$ cat src/rtl/spi_cps_pkg.sv
// package: shared types, constants and helpers of the spi clock prescaler select block
package spi_cps_pkg;

	localparam int RATE_WIDTH_DEF = 32;
	localparam int CFG_DATA_W     = 32;
	localparam int SPEED_W        = 32;
	localparam int CLOCK_FIELD_W  = 14;
	localparam int PRESCALE_W     = 4;
	localparam int PRE_DIV_W      = 3;
	localparam int SCLK_DIV_W     = 3;
	localparam int HALVE_CNT_W    = 4;

	localparam int CLOCK_RESET_HZ = 200000000;

	// divider limits
	localparam int PSCL_MAX_X2    = 30;
	localparam int PSCL_MAX       = 15;
	localparam int PRE_DIV_MAX    = 7;
	localparam int SCLK_DIV_MAX   = 4;
	localparam int SCLK_DIV_SHIFT = 11;

	localparam logic [CLOCK_FIELD_W-1:0] X2_BIT = CLOCK_FIELD_W'(16'h0010);

	typedef enum logic [1:0] {
		VAR_EVEN  = 2'd0,
		VAR_CEIL  = 2'd1,
		VAR_FLOOR = 2'd2,
		VAR_SCLK  = 2'd3
	} variant_t;

	typedef enum logic [0:0] {
		REG_INPUT_CLOCK = 1'b0,
		REG_VARIANT     = 1'b1
	} cfg_reg_t;

	typedef enum logic [2:0] {
		ST_IDLE,
		ST_DIV,
		ST_ROUND,
		ST_HALVE,
		ST_FINISH
	} state_t;

	// pre-divider exponent bits 0,1,2 go to field bits 4,6,7
	function automatic logic [CLOCK_FIELD_W-1:0] pre_bits(input logic [PRE_DIV_W-1:0] pdiv);
		logic [CLOCK_FIELD_W-1:0] f;
		f    = '0;
		f[4] = pdiv[0];
		f[6] = pdiv[1];
		f[7] = pdiv[2];
		return f;
	endfunction

endpackage

$ cat src/rtl/spi_cps_ifs.sv
// interfaces: request channel carrying the rate and result channel carrying the clock settings
interface spi_cps_rate_if
	import spi_cps_pkg::*;
();
	logic               valid;
	logic               ready;
	logic [SPEED_W-1:0] bit_rate;

	modport source (output valid, output bit_rate, input ready);
	modport sink (input valid, input bit_rate, output ready);
endinterface

interface spi_cps_result_if
	import spi_cps_pkg::*;
();
	logic                     valid;
	logic                     ready;
	logic [CLOCK_FIELD_W-1:0] clock_field;
	logic [PRESCALE_W-1:0]    prescale;
	logic [PRE_DIV_W-1:0]     pre_divider;
	logic [SCLK_DIV_W-1:0]    sclk_divider;
	logic                     rejected;

	modport source (output valid, output clock_field, output prescale, output pre_divider,
		output sclk_divider, output rejected, input ready);
	modport sink (input valid, input clock_field, input prescale, input pre_divider,
		input sclk_divider, input rejected, output ready);
endinterface

$ cat src/rtl/spi_clock_prescaler_select.sv
// top level: spi serial clock divider selection from a requested bit rate
//
// rate_in takes one request (bit_rate); result_out returns one result per
// request: the packed clock bits, prescale, pre-divider and sclk divider
// exponents and a rejected flag (all other fields zero when rejected).
// the config port sets the core clock (index 0) and divider scheme (index 1);
// write it only while no request is in flight.
// a request runs through one shared restoring divider, one quotient bit per
// cycle, then one rounding step and one halving per cycle on a shared
// incrementer/shifter; a zero rate skips the divider, rounding and halvings
// and goes straight to the finish step.
// rate_in.ready is high only while the sequencer is idle, so a new request
// is taken only once the previous one has left the sequencer.
// the result sits in an output register; the next request is accepted while
// it waits, and a stalled receiver holds the finished result in the
// sequencer until the output register frees up.
// reset empties the output, returns to idle, and loads a 200 MHz core clock
// with scheme 0.
module spi_clock_prescaler_select
	import spi_cps_pkg::*;
#(
	parameter int RATE_WIDTH = RATE_WIDTH_DEF
) (
	input  logic                  clk,
	input  logic                  arst_n,
	input  logic                  cfg_we,
	input  cfg_reg_t              cfg_index,
	input  logic [CFG_DATA_W-1:0] cfg_wdata,
	spi_cps_rate_if.sink          rate_in,
	spi_cps_result_if.source      result_out
);

	localparam int W     = RATE_WIDTH;
	localparam int CNT_W = $clog2(RATE_WIDTH + 1);

	state_t state_q, state_d;

	logic [CFG_DATA_W-1:0] clock_hz_q;
	variant_t              variant_q;

	logic [W-1:0]             divisor_q;
	logic [W-1:0]             quo_q;
	logic [W-1:0]             rem_q;
	logic [CNT_W-1:0]         bit_cnt_q;
	logic [W:0]               pscl_q;
	logic [HALVE_CNT_W-1:0]   halve_cnt_q;
	logic                     zero_q;

	logic [CLOCK_FIELD_W-1:0] field_q;
	logic [PRESCALE_W-1:0]    pres_q;
	logic [PRE_DIV_W-1:0]     pdiv_q;
	logic [SCLK_DIV_W-1:0]    sdiv_q;
	logic                     bad_q;
	logic                     out_valid_q;

	logic         accept;
	logic         out_free;
	logic         load_out;
	logic [W:0]   shifted;
	logic [W+1:0] sub;
	logic         sub_ok;
	logic [W+1:0] pscl_inc;
	logic [W:0]   halved;
	logic         halve_go;
	logic [W:0]   rounded;

	logic [CLOCK_FIELD_W-1:0] fin_field;
	logic [PRESCALE_W-1:0]    fin_pres;
	logic [PRE_DIV_W-1:0]     fin_pdiv;
	logic [SCLK_DIV_W-1:0]    fin_sdiv;
	logic                     fin_bad;

	assign accept   = rate_in.valid && rate_in.ready;
	assign out_free = !out_valid_q || result_out.ready;

	// shared divider step
	assign shifted = {rem_q, quo_q[W-1]};
	assign sub     = {1'b0, shifted} - {2'b00, divisor_q};
	assign sub_ok  = !sub[W+1];

	// shared incrementer and shifter for rounding and halving
	assign pscl_inc = {1'b0, pscl_q} + (W+2)'(1);
	assign halved   = (variant_q == VAR_CEIL) ? pscl_inc[W+1:1] : {1'b0, pscl_q[W:1]};
	assign rounded  = {pscl_inc[W:1], 1'b0};

	always_comb begin
		halve_go = 1'b0;
		case (variant_q) inside
			VAR_CEIL, VAR_FLOOR: halve_go = (pscl_q > (W+1)'(PSCL_MAX))
				&& (halve_cnt_q <= HALVE_CNT_W'(PRE_DIV_MAX));
			VAR_SCLK: halve_go = (pscl_q > (W+1)'(PSCL_MAX_X2))
				&& (halve_cnt_q <= HALVE_CNT_W'(SCLK_DIV_MAX));
			default: halve_go = 1'b0;
		endcase
	end

	// sequencer
	always_ff @(posedge clk or negedge arst_n) begin
		if (!arst_n) begin
			state_q <= ST_IDLE;
		end else begin
			state_q <= state_d;
		end
	end

	always_comb begin
		state_d       = state_q;
		rate_in.ready = 1'b0;
		load_out      = 1'b0;
		unique case (state_q)
			ST_IDLE: begin
				rate_in.ready = 1'b1;
				if (rate_in.valid) begin
					state_d = (rate_in.bit_rate[W-1:0] == '0) ? ST_FINISH : ST_DIV;
				end
			end
			ST_DIV: begin
				if (bit_cnt_q == CNT_W'(1)) begin
					state_d = ST_ROUND;
				end
			end
			ST_ROUND: state_d = ST_HALVE;
			ST_HALVE: begin
				if (!halve_go) begin
					state_d = ST_FINISH;
				end
			end
			ST_FINISH: begin
				if (out_free) begin
					load_out = 1'b1;
					state_d  = ST_IDLE;
				end
			end
			default: state_d = ST_IDLE;
		endcase
	end

	// configuration registers
	always_ff @(posedge clk or negedge arst_n) begin
		if (!arst_n) begin
			clock_hz_q <= CFG_DATA_W'(CLOCK_RESET_HZ);
			variant_q  <= VAR_EVEN;
		end else if (cfg_we) begin
			unique case (cfg_index)
				REG_INPUT_CLOCK: clock_hz_q <= cfg_wdata;
				REG_VARIANT:     variant_q  <= variant_t'(cfg_wdata[1:0]);
				default: ;
			endcase
		end
	end

	// datapath
	always_ff @(posedge clk) begin
		case (state_q)
			ST_IDLE: begin
				if (accept) begin
					divisor_q   <= rate_in.bit_rate[W-1:0];
					quo_q       <= clock_hz_q[W-1:0];
					rem_q       <= '0;
					bit_cnt_q   <= CNT_W'(W);
					halve_cnt_q <= '0;
					zero_q      <= (rate_in.bit_rate[W-1:0] == '0);
				end
			end
			ST_DIV: begin
				rem_q     <= sub_ok ? sub[W-1:0] : shifted[W-1:0];
				quo_q     <= {quo_q[W-2:0], sub_ok};
				bit_cnt_q <= bit_cnt_q - CNT_W'(1);
			end
			ST_HALVE: begin
				if (halve_go) begin
					halve_cnt_q <= halve_cnt_q + HALVE_CNT_W'(1);
				end
			end
			default: ;
		endcase
		if (state_q == ST_DIV && bit_cnt_q == CNT_W'(1)) begin
			// ceiling of the quotient from the final remainder
			pscl_q <= {1'b0, quo_q[W-2:0], sub_ok}
				+ (W+1)'((sub_ok ? sub[W-1:0] : shifted[W-1:0]) != '0);
		end else if (state_q == ST_ROUND) begin
			if (variant_q == VAR_EVEN
				|| (variant_q == VAR_SCLK && pscl_q > (W+1)'(PSCL_MAX))) begin
				pscl_q <= rounded;
			end
		end else if (state_q == ST_HALVE && halve_go) begin
			pscl_q <= halved;
		end
	end

	// result selection
	always_comb begin
		fin_bad   = 1'b0;
		fin_field = '0;
		fin_pres  = '0;
		fin_pdiv  = '0;
		fin_sdiv  = '0;
		unique case (variant_q) inside
			VAR_EVEN: begin
				fin_bad   = pscl_q > (W+1)'(PSCL_MAX_X2);
				fin_pres  = pscl_q[4:1];
				fin_field = X2_BIT | CLOCK_FIELD_W'(fin_pres);
			end
			VAR_CEIL, VAR_FLOOR: begin
				fin_bad   = (pscl_q > (W+1)'(PSCL_MAX))
					|| (halve_cnt_q > HALVE_CNT_W'(PRE_DIV_MAX));
				fin_pres  = pscl_q[3:0];
				fin_pdiv  = halve_cnt_q[PRE_DIV_W-1:0];
				fin_field = pre_bits(fin_pdiv) | CLOCK_FIELD_W'(fin_pres);
			end
			VAR_SCLK: begin
				fin_bad  = (pscl_q > (W+1)'(PSCL_MAX_X2))
					|| (halve_cnt_q > HALVE_CNT_W'(SCLK_DIV_MAX));
				fin_sdiv = halve_cnt_q[SCLK_DIV_W-1:0];
				if (pscl_q > (W+1)'(PSCL_MAX)) begin
					fin_pres  = pscl_q[4:1];
					fin_field = (CLOCK_FIELD_W'(fin_sdiv) << SCLK_DIV_SHIFT) | X2_BIT
						| CLOCK_FIELD_W'(fin_pres);
				end else begin
					fin_pres  = pscl_q[3:0];
					fin_field = (CLOCK_FIELD_W'(fin_sdiv) << SCLK_DIV_SHIFT)
						| CLOCK_FIELD_W'(fin_pres);
				end
			end
			default: fin_bad = 1'b1;
		endcase
		if (zero_q || fin_bad) begin
			fin_bad   = 1'b1;
			fin_field = '0;
			fin_pres  = '0;
			fin_pdiv  = '0;
			fin_sdiv  = '0;
		end
	end

	// output register
	always_ff @(posedge clk or negedge arst_n) begin
		if (!arst_n) begin
			out_valid_q <= 1'b0;
		end else if (load_out) begin
			out_valid_q <= 1'b1;
		end else if (result_out.ready) begin
			out_valid_q <= 1'b0;
		end
	end

	always_ff @(posedge clk) begin
		if (load_out) begin
			field_q <= fin_field;
			pres_q  <= fin_pres;
			pdiv_q  <= fin_pdiv;
			sdiv_q  <= fin_sdiv;
			bad_q   <= fin_bad;
		end
	end

	assign result_out.valid        = out_valid_q;
	assign result_out.clock_field  = field_q;
	assign result_out.prescale     = pres_q;
	assign result_out.pre_divider  = pdiv_q;
	assign result_out.sclk_divider = sdiv_q;
	assign result_out.rejected     = bad_q;

endmodule
$ cat src/flat_wrapper.sv
// flat-port wrapper written by rule: the top's interface ports become plain ports
module spi_clock_prescaler_select_flat import spi_cps_pkg::*;
#(
	parameter int RATE_WIDTH = RATE_WIDTH_DEF
)
  (clk, arst_n, cfg_we, cfg_index, cfg_wdata, rate_in_valid, rate_in_bit_rate, rate_in_ready, result_out_valid, result_out_clock_field, result_out_prescale, result_out_pre_divider, result_out_sclk_divider, result_out_rejected, result_out_ready);
  spi_cps_rate_if rate_in_i ();
  spi_cps_result_if result_out_i ();
  input  logic clk;
  input  logic arst_n;
  input  logic cfg_we;
  input  cfg_reg_t cfg_index;
  input  logic [CFG_DATA_W-1:0] cfg_wdata;
  input wire logic [$bits(rate_in_i.valid)-1:0] rate_in_valid;
  input wire logic [$bits(rate_in_i.bit_rate)-1:0] rate_in_bit_rate;
  output wire logic [$bits(rate_in_i.ready)-1:0] rate_in_ready;
  output wire logic [$bits(result_out_i.valid)-1:0] result_out_valid;
  output wire logic [$bits(result_out_i.clock_field)-1:0] result_out_clock_field;
  output wire logic [$bits(result_out_i.prescale)-1:0] result_out_prescale;
  output wire logic [$bits(result_out_i.pre_divider)-1:0] result_out_pre_divider;
  output wire logic [$bits(result_out_i.sclk_divider)-1:0] result_out_sclk_divider;
  output wire logic [$bits(result_out_i.rejected)-1:0] result_out_rejected;
  input wire logic [$bits(result_out_i.ready)-1:0] result_out_ready;
  assign rate_in_i.valid = rate_in_valid;
  assign rate_in_i.bit_rate = rate_in_bit_rate;
  assign rate_in_ready = rate_in_i.ready;
  assign result_out_valid = result_out_i.valid;
  assign result_out_clock_field = result_out_i.clock_field;
  assign result_out_prescale = result_out_i.prescale;
  assign result_out_pre_divider = result_out_i.pre_divider;
  assign result_out_sclk_divider = result_out_i.sclk_divider;
  assign result_out_rejected = result_out_i.rejected;
  assign result_out_i.ready = result_out_ready;
  spi_clock_prescaler_select #(.RATE_WIDTH(RATE_WIDTH)) u_core (.clk(clk), .arst_n(arst_n), .cfg_we(cfg_we), .cfg_index(cfg_index), .cfg_wdata(cfg_wdata), .rate_in(rate_in_i), .result_out(result_out_i));
endmodule
$ cat config.mk
export PLATFORM = sky130hd
export DESIGN_NAME = spi_clock_prescaler_select_flat
export DESIGN_NICKNAME = d
export VERILOG_FILES = /design/src/rtl/spi_cps_pkg.sv /design/src/rtl/spi_cps_ifs.sv /design/src/rtl/spi_clock_prescaler_select.sv /design/src/flat_wrapper.sv
export SDC_FILE = /design/constraint.sdc
export NUM_CORES = 1
export LEC_CHECK = 0
export BUFFER_PORTS_ARGS = -buffer_cell sky130_fd_sc_hd__buf_2
export CORE_MARGIN = 10
export CORE_UTILIZATION = 40
export DETAILED_ROUTE_END_ITERATION = 8
export PLACE_DENSITY = 0.68
export RECOVER_POWER = 100
export SLEW_MARGIN = 20
export SYNTH_ARGS = -nofsm -noshare
export SYNTH_HDL_FRONTEND = slang
export SYNTH_SLANG_ARGS = --single-unit
$ cat constraint.sdc
create_clock -name clk -period 9.8 [get_ports clk]
set_clock_uncertainty 0.15 [all_clocks]
set_input_delay 1.47 -clock clk [delete_from_list [all_inputs] [get_ports clk]]
set_output_delay 1.47 -clock clk [all_outputs]
set_load 0.05 [all_outputs]
-- Word level (Yosys, flattened, before mapping)
Cells that the tools add are included.
- bits in registers: 203
- bits in latches: 0
- RAM bits: 0
- memory bits (read-only): 0
- output and inout bits: 27
- logic and storage cells: 112
- memories kept: 0
- add/sub/neg operators: 5
- multiply operators: 0
- div/mod/pow operators: 0
- $lt $le $gt $ge: 6
- equal/unequal tests: 15
- shifts and indexed selects: 0
- muxes and demuxes: 33
- bitwise logic cells: 6
- reductions and logical operators: 31
- operators by type and width (cell ; count):
    two-way mux 33 bit ; 5
    case mux 32 bit (2 select lines) ; 2
    two-way mux 32 bit ; 3
    case mux 14 bit (3 select lines) ; 1
    adder 33 x 1 -> 34 bit (second input constant) ; 1
    subtractor 33 x 32 -> 34 bit ; 1
    adder 32 x 1 -> 33 bit ; 1
    greater-than comparator 33 x 4 -> 1 bit (second input constant) ; 1
    greater-than comparator 33 x 5 -> 1 bit (second input constant) ; 1
    logical NOT 32 bit ; 1
    nonzero test 32 bit ; 1
    bitwise OR 14 x 4 -> 14 bit ; 2
    two-way mux 3 bit ; 5
    case mux 3 bit (5 select lines) ; 1
    two-way mux 14 bit ; 1
    two-way mux 4 bit ; 3
    case mux 4 bit (3 select lines) ; 1
    case mux 6 bit (2 select lines) ; 1
    AND reduction 2 bit ; 5
    greater-than comparator 4 x 3 -> 1 bit (second input constant) ; 2
    <= comparator 4 x 3 -> 1 bit (second input constant) ; 2
    != test 2 x 1 -> 1 bit (second input constant) ; 4
    bitwise OR 8 x 4 -> 8 bit ; 1
    case mux 4 bit (2 select lines) ; 1
    24 further kinds ; 49

-- Logic depth before layout (Yosys ltp)
- word-level depth: 8
- gate-level depth with buffers: 25
- depth with buffers taken out: 23

-- Worst setup path before layout
Ideal clock, no wire load.
- kind: reg2reg
- from: register u_core.quo_q[31]
- to: register u_core.pscl_q[28] (data pin)
- library setup time: 0.268 ns
- arrival time: 4.312 ns
- required time: 9.382 ns
- slack: 5.070 ns
- cell stages (with the launch flop): 24
- clock period less this slack: 4.730 ns
- cell sequence: edfxtp_1 -> inv_1 -> ha_1 -> inv_1 -> fa_1 -> a211oi_2 -> o211ai_1 -> a31oi_4 -> o211ai_1 -> a31oi_1 -> xnor2_1 -> nor4_1 -> o22a_1 -> nand4b_1 -> ha_1 -> ha_1 -> nand2_1 -> or4_1 -> nor2_1 -> nand2_1 -> nor2_1 -> nand2_1 -> xor2_1 -> o21ai_0
- cells in the longest elaborated chain, start to end: 5
- elaborated cells between the ends (all ways): 6
- ends and longest elaborated chain (what ; line ; RTL):
    start, declared ; spi_clock_prescaler_select.sv:42 ; logic [W-1:0] quo_q;
    start signal, assigned ; spi_clock_prescaler_select.sv:158 ; quo_q <= clock_hz_q[W-1:0];
    start signal, assigned ; spi_clock_prescaler_select.sv:167 ; quo_q <= {quo_q[W-2:0], sub_ok};
    subtractor 33 x 32 -> 34 bit ; spi_clock_prescaler_select.sv:78 ; assign sub = {1'b0, shifted} - {2'b00, divisor_q};
    two-way mux 32 bit ; spi_clock_prescaler_select.sv:180 ; + (W+1)'((sub_ok ? sub[W-1:0] : shifted[W-1:0]) != '0);
    nonzero test 32 bit ; spi_clock_prescaler_select.sv:180 ;
    adder 32 x 1 -> 33 bit (*) ; spi_clock_prescaler_select.sv:180 ;
    two-way mux 33 bit (*) ; spi_clock_prescaler_select.sv:177 ; if (state_q == ST_DIV && bit_cnt_q == CNT_W'(1)) begin
    end signal, assigned ; spi_clock_prescaler_select.sv:179 ; pscl_q <= {1'b0, quo_q[W-2:0], sub_ok}
    end signal, assigned ; spi_clock_prescaler_select.sv:184 ; pscl_q <= rounded;
    end signal, assigned ; spi_clock_prescaler_select.sv:187 ; pscl_q <= halved;
    end, declared ; spi_clock_prescaler_select.sv:45 ; logic [W:0] pscl_q;
Every way passes the cells marked *; elsewhere a longest branch is shown, timed or not.
A chain may end at the register's enable or synchronous reset.

-- Final worst setup path
- from: register u_core.rem_q[7]
- to: register u_core.pscl_q[30] (data pin)
- cells in the longest elaborated chain, start to end: 5
- elaborated cells between the ends (all ways): 6
- ends and longest elaborated chain (what ; line ; RTL):
    start, declared ; spi_clock_prescaler_select.sv:43 ; logic [W-1:0] rem_q;
    start signal, assigned ; spi_clock_prescaler_select.sv:166 ; rem_q <= sub_ok ? sub[W-1:0] : shifted[W-1:0];
    subtractor 33 x 32 -> 34 bit ; spi_clock_prescaler_select.sv:78 ;
    two-way mux 32 bit ; spi_clock_prescaler_select.sv:180 ;
    nonzero test 32 bit ; spi_clock_prescaler_select.sv:180 ;
    adder 32 x 1 -> 33 bit (*) ; spi_clock_prescaler_select.sv:180 ;
    two-way mux 33 bit (*) ; spi_clock_prescaler_select.sv:177 ;
Marks and branches as above.

==> impl_metrics.ini <==
[run_status]
outcome = finished, violations left
violations = max-capacitance violations, max-slew violations

[critical_path]
timing.critical_path.required_ns = 9.81
critical_path_class = reg2reg
path_max_fanout = 46
cp-end-kind = register
cp-start-kind = register
cp.arrival_ns = 7.57

[logic_synthesis]
synthSimpleGateAreaFrac = 0.204
ys_ff_latch = 195
synthMuxAreaShare = 0.0366
syn_area_sq_um = 12400
post-synth-top-area-fraction = 0.379
yosys-top-cells-area = edfxtp_1 (38%), nand2_1 (7.2%), dfrtp_1 (5.2%)
synth_edf_count = 157
synth-adder-area-share = 0.0459
synth_compound_area_frac = 0.138
async_reset_ff_frac = 0.195
synth.distinct_cells = 81
yosysTopAreaCell = edfxtp_1
yosysMostFrequentCell = nand2_1
ys_seq_area_frac = 0.457
synthTopCellsByCount = nand2_1 (240), edfxtp_1 (157), nor2_1 (80), a21oi_1 (70), o21ai_0 (61)
syn_avg_cell_area_sq_um = 9.48
synth_cells = 1313
ys_warn_count = 0
ys.flop_type = edfxtp_1
synth_xor_area_frac = 0.0711
synth_top_family_by_area = simple AND/OR/NAND/NOR gates

[clock_network]
cts_post_setup_buffers_inserted = 0
clock_path_buffers = 2
path_clk_slew_ns = 0.08
cts_tree = yes
clkSinkCount = 195
h-tree-depth = 4
cts_hold_buf = 0
root_buffer = clkbuf_16
clock_latency_ns = 0.45
cts_made_buffers = 17
post_cts_resized = 0

[routing]
ant_nets = 0
wire_per_inst_microns = 17.8
first_pass_iters = 5
postRouteWirelength_mm = 31.4
via_count = 9928
dr.first_iter.drc_count = 841
viasPerCell = 5.64
drc_errors = 0

[sta]
worst_slack_ns = 2.24
fin_setup_tns_ns = 0
slew_violations = 368
hold_ws_ns = 0.362
max_slew.worst_pin.slew_ns = 4.04
rsz0062_at_grt = false
finalCritPeriodShare = 0.771
slew_headroom = -1.70
fin_crit_ns = 7.56
hold_viol = 0
setup_viol = 0
fmax_mhz = 132

[floorplanning]
die_area_sq_um = 38600
ios = 97
rows = 64
core_sq_um = 30700
dieWidth_microns = 196
die_h_microns = 196
start_util = 0.406

[power]
power-per-cell-area_nw_per_um2 = 126
power_leakage_nw = 5.13
vdd_drop_max_v = 0.000105

[final_layout]
diodes = 0
fin_cells = 1761
multi_input_area_sq_um = 6160
ff_latch_area_sq_um = 5680
flow.area_growth_from_synthesis_pct = 9.05
design_area_sq_um = 13600
drive_above_1_share = 0.108
nFillCells = 2941
fin_nets = 1467

[global_route]
grt_antenna_before_repair = 0
overflow = 0
grt_pass1_vias = 9541
grt_max_degree = 71
grt_pass1_wl_mm = 50.8
track_usage = 0.161

[place]
io_buffers = 92
gp_congestion = 0.929
postPlaceCellArea_sq_um = 13100
post-place-ws_ns = 3.83
dpl.cell_count = 1729
dp_hpwl_mm = 23.2

[min_path]
hp-class = reg2reg

[run]
drv_cap = 8
## per-layer routing
layer  vias up  track usage  wire [microns]
met2       280        0.250           14500
li1       4807            -               -
met1      4805        0.221           14500
met3        36       0.0289            1740
met4         0       0.0518             642
met5         -            0               0
## stage by stage
stage / utilization / total power, mW
floorplan: - / 0.987
global route: 0.442 / 1.77
detailed placement: 0.427 / 1.02
CTS: 0.446 / 1.73
global placement: 0.427 / 1.02
finish: 0.442 / 1.71
## critical path: stages, from the launching register on
cell,delay (ns)
edfxtp_1,0.46
ha_1,0.42
a21oi_1,0.31
o22a_1,0.27
a31oi_1,0.14
o311a_1,0.39
o2111ai_1,0.27
and2_0,1.80
inv_2,0.78
or3_1,0.57
o31ai_1,0.07
nand4b_1,0.19
ha_1,0.26
ha_1,0.25
nand2_1,0.09
or4_1,0.18
nor2_1,0.11
nand2_1,0.16
nor2_1,0.09
nand2_1,0.08
xor2_1,0.14
o21ai_0,0.08
## area by class of cell
type,instances,area share
flip-flops and latches,195,0.419
clock buffers,20,0.0353
clock inverters,12,0.00802
well taps,396,0.0365
repair buffers,100,0.0326
inverters,54,0.0149
multi-input cells,984,0.454
## registers in the layout, summed over array words and instances (netlist names)
signal	flops
u_core.result_out.prescale	3
u_core.divisor_q	32
u_core.quo_q	32
u_core.result_out.pre_divider	3
u_core.variant_q	2
u_core.zero_q	1
u_core.pscl_q	33
u_core.result_out.valid	1
u_core.result_out.clock_field	7
u_core.halve_cnt_q	4
u_core.bit_cnt_q	6
u_core.result_out.sclk_divider	3
u_core.rem_q	32
u_core.state_q	3
u_core.clock_hz_q	32
u_core.result_out.rejected	1
## placed cells by master, fill, tap and decap left out, types with 6 or more instances in the layout
cell / synthesis / routed
clkbuf_16: 0 / 19
buf_2: 12 / 44
nand3_1: 38 / 38
nor2_1: 80 / 80
o21ai_0: 61 / 62
nor3_1: 34 / 34
clkbuf_1: 48 / 54
a21oi_1: 70 / 71
dfstp_2: 12 / 12
o211ai_1: 26 / 26
mux2_2: 36 / 36
inv_1: 52 / 52
and3_1: 28 / 28
a211oi_1: 12 / 13
a21o_1: 15 / 15
ha_1: 44 / 44
and2_1: 16 / 11
o2111ai_1: 5 / 6
edfxtp_1: 157 / 157
xor2_1: 42 / 42
o31ai_1: 7 / 7
nand2_1: 240 / 240
nand4_1: 26 / 26
or3_1: 9 / 9
dfrtp_1: 26 / 26
or4_1: 7 / 7
nor4_1: 24 / 25
xnor2_1: 59 / 59
a31oi_1: 6 / 6
## cells by family after synthesis
family	count (synthesis)
adders and majority gates	45
muxes	41
xor gates and xnor gates	101
AOI/OAI and AO/OA	256
buffers and inverters	137
and+or+nand+nor	537
other	1
DFF	195
## where the power goes
part           internal [mW]  total, mW  leakage (nW)  switching, mW
clock network          0.366      0.710         0.289          0.344
logic                 0.0357     0.0789          2.88         0.0432
registers              0.911      0.924          1.96         0.0129
total                   1.31       1.71          5.13          0.400
## worst paths after layout
kind                                                         from                                end  slack [ns]  depth (start not counted)
worst max-delay path                u_core.rem_q[7]$_SDFFCE_PN0P_        u_core.pscl_q[30]$_DFFE_PP_        2.24                         21
worst min-delay path            u_core.clock_hz_q[26]$_DFFE_PN0P_  u_core.clock_hz_q[26]$_DFFE_PN0P_        0.36                          1
worst max register to register      u_core.rem_q[7]$_SDFFCE_PN0P_        u_core.pscl_q[30]$_DFFE_PP_        2.24                         21
worst min register to register  u_core.clock_hz_q[26]$_DFFE_PN0P_  u_core.clock_hz_q[26]$_DFFE_PN0P_        0.36                          1
max in group asynchronous                                  arst_n   u_core.clock_hz_q[3]$_DFFE_PN0P_        6.65                          1
min in group asynchronous                                  arst_n  u_core.clock_hz_q[28]$_DFFE_PN0P_        1.54                          1
(Power assumes the default switching activity.)
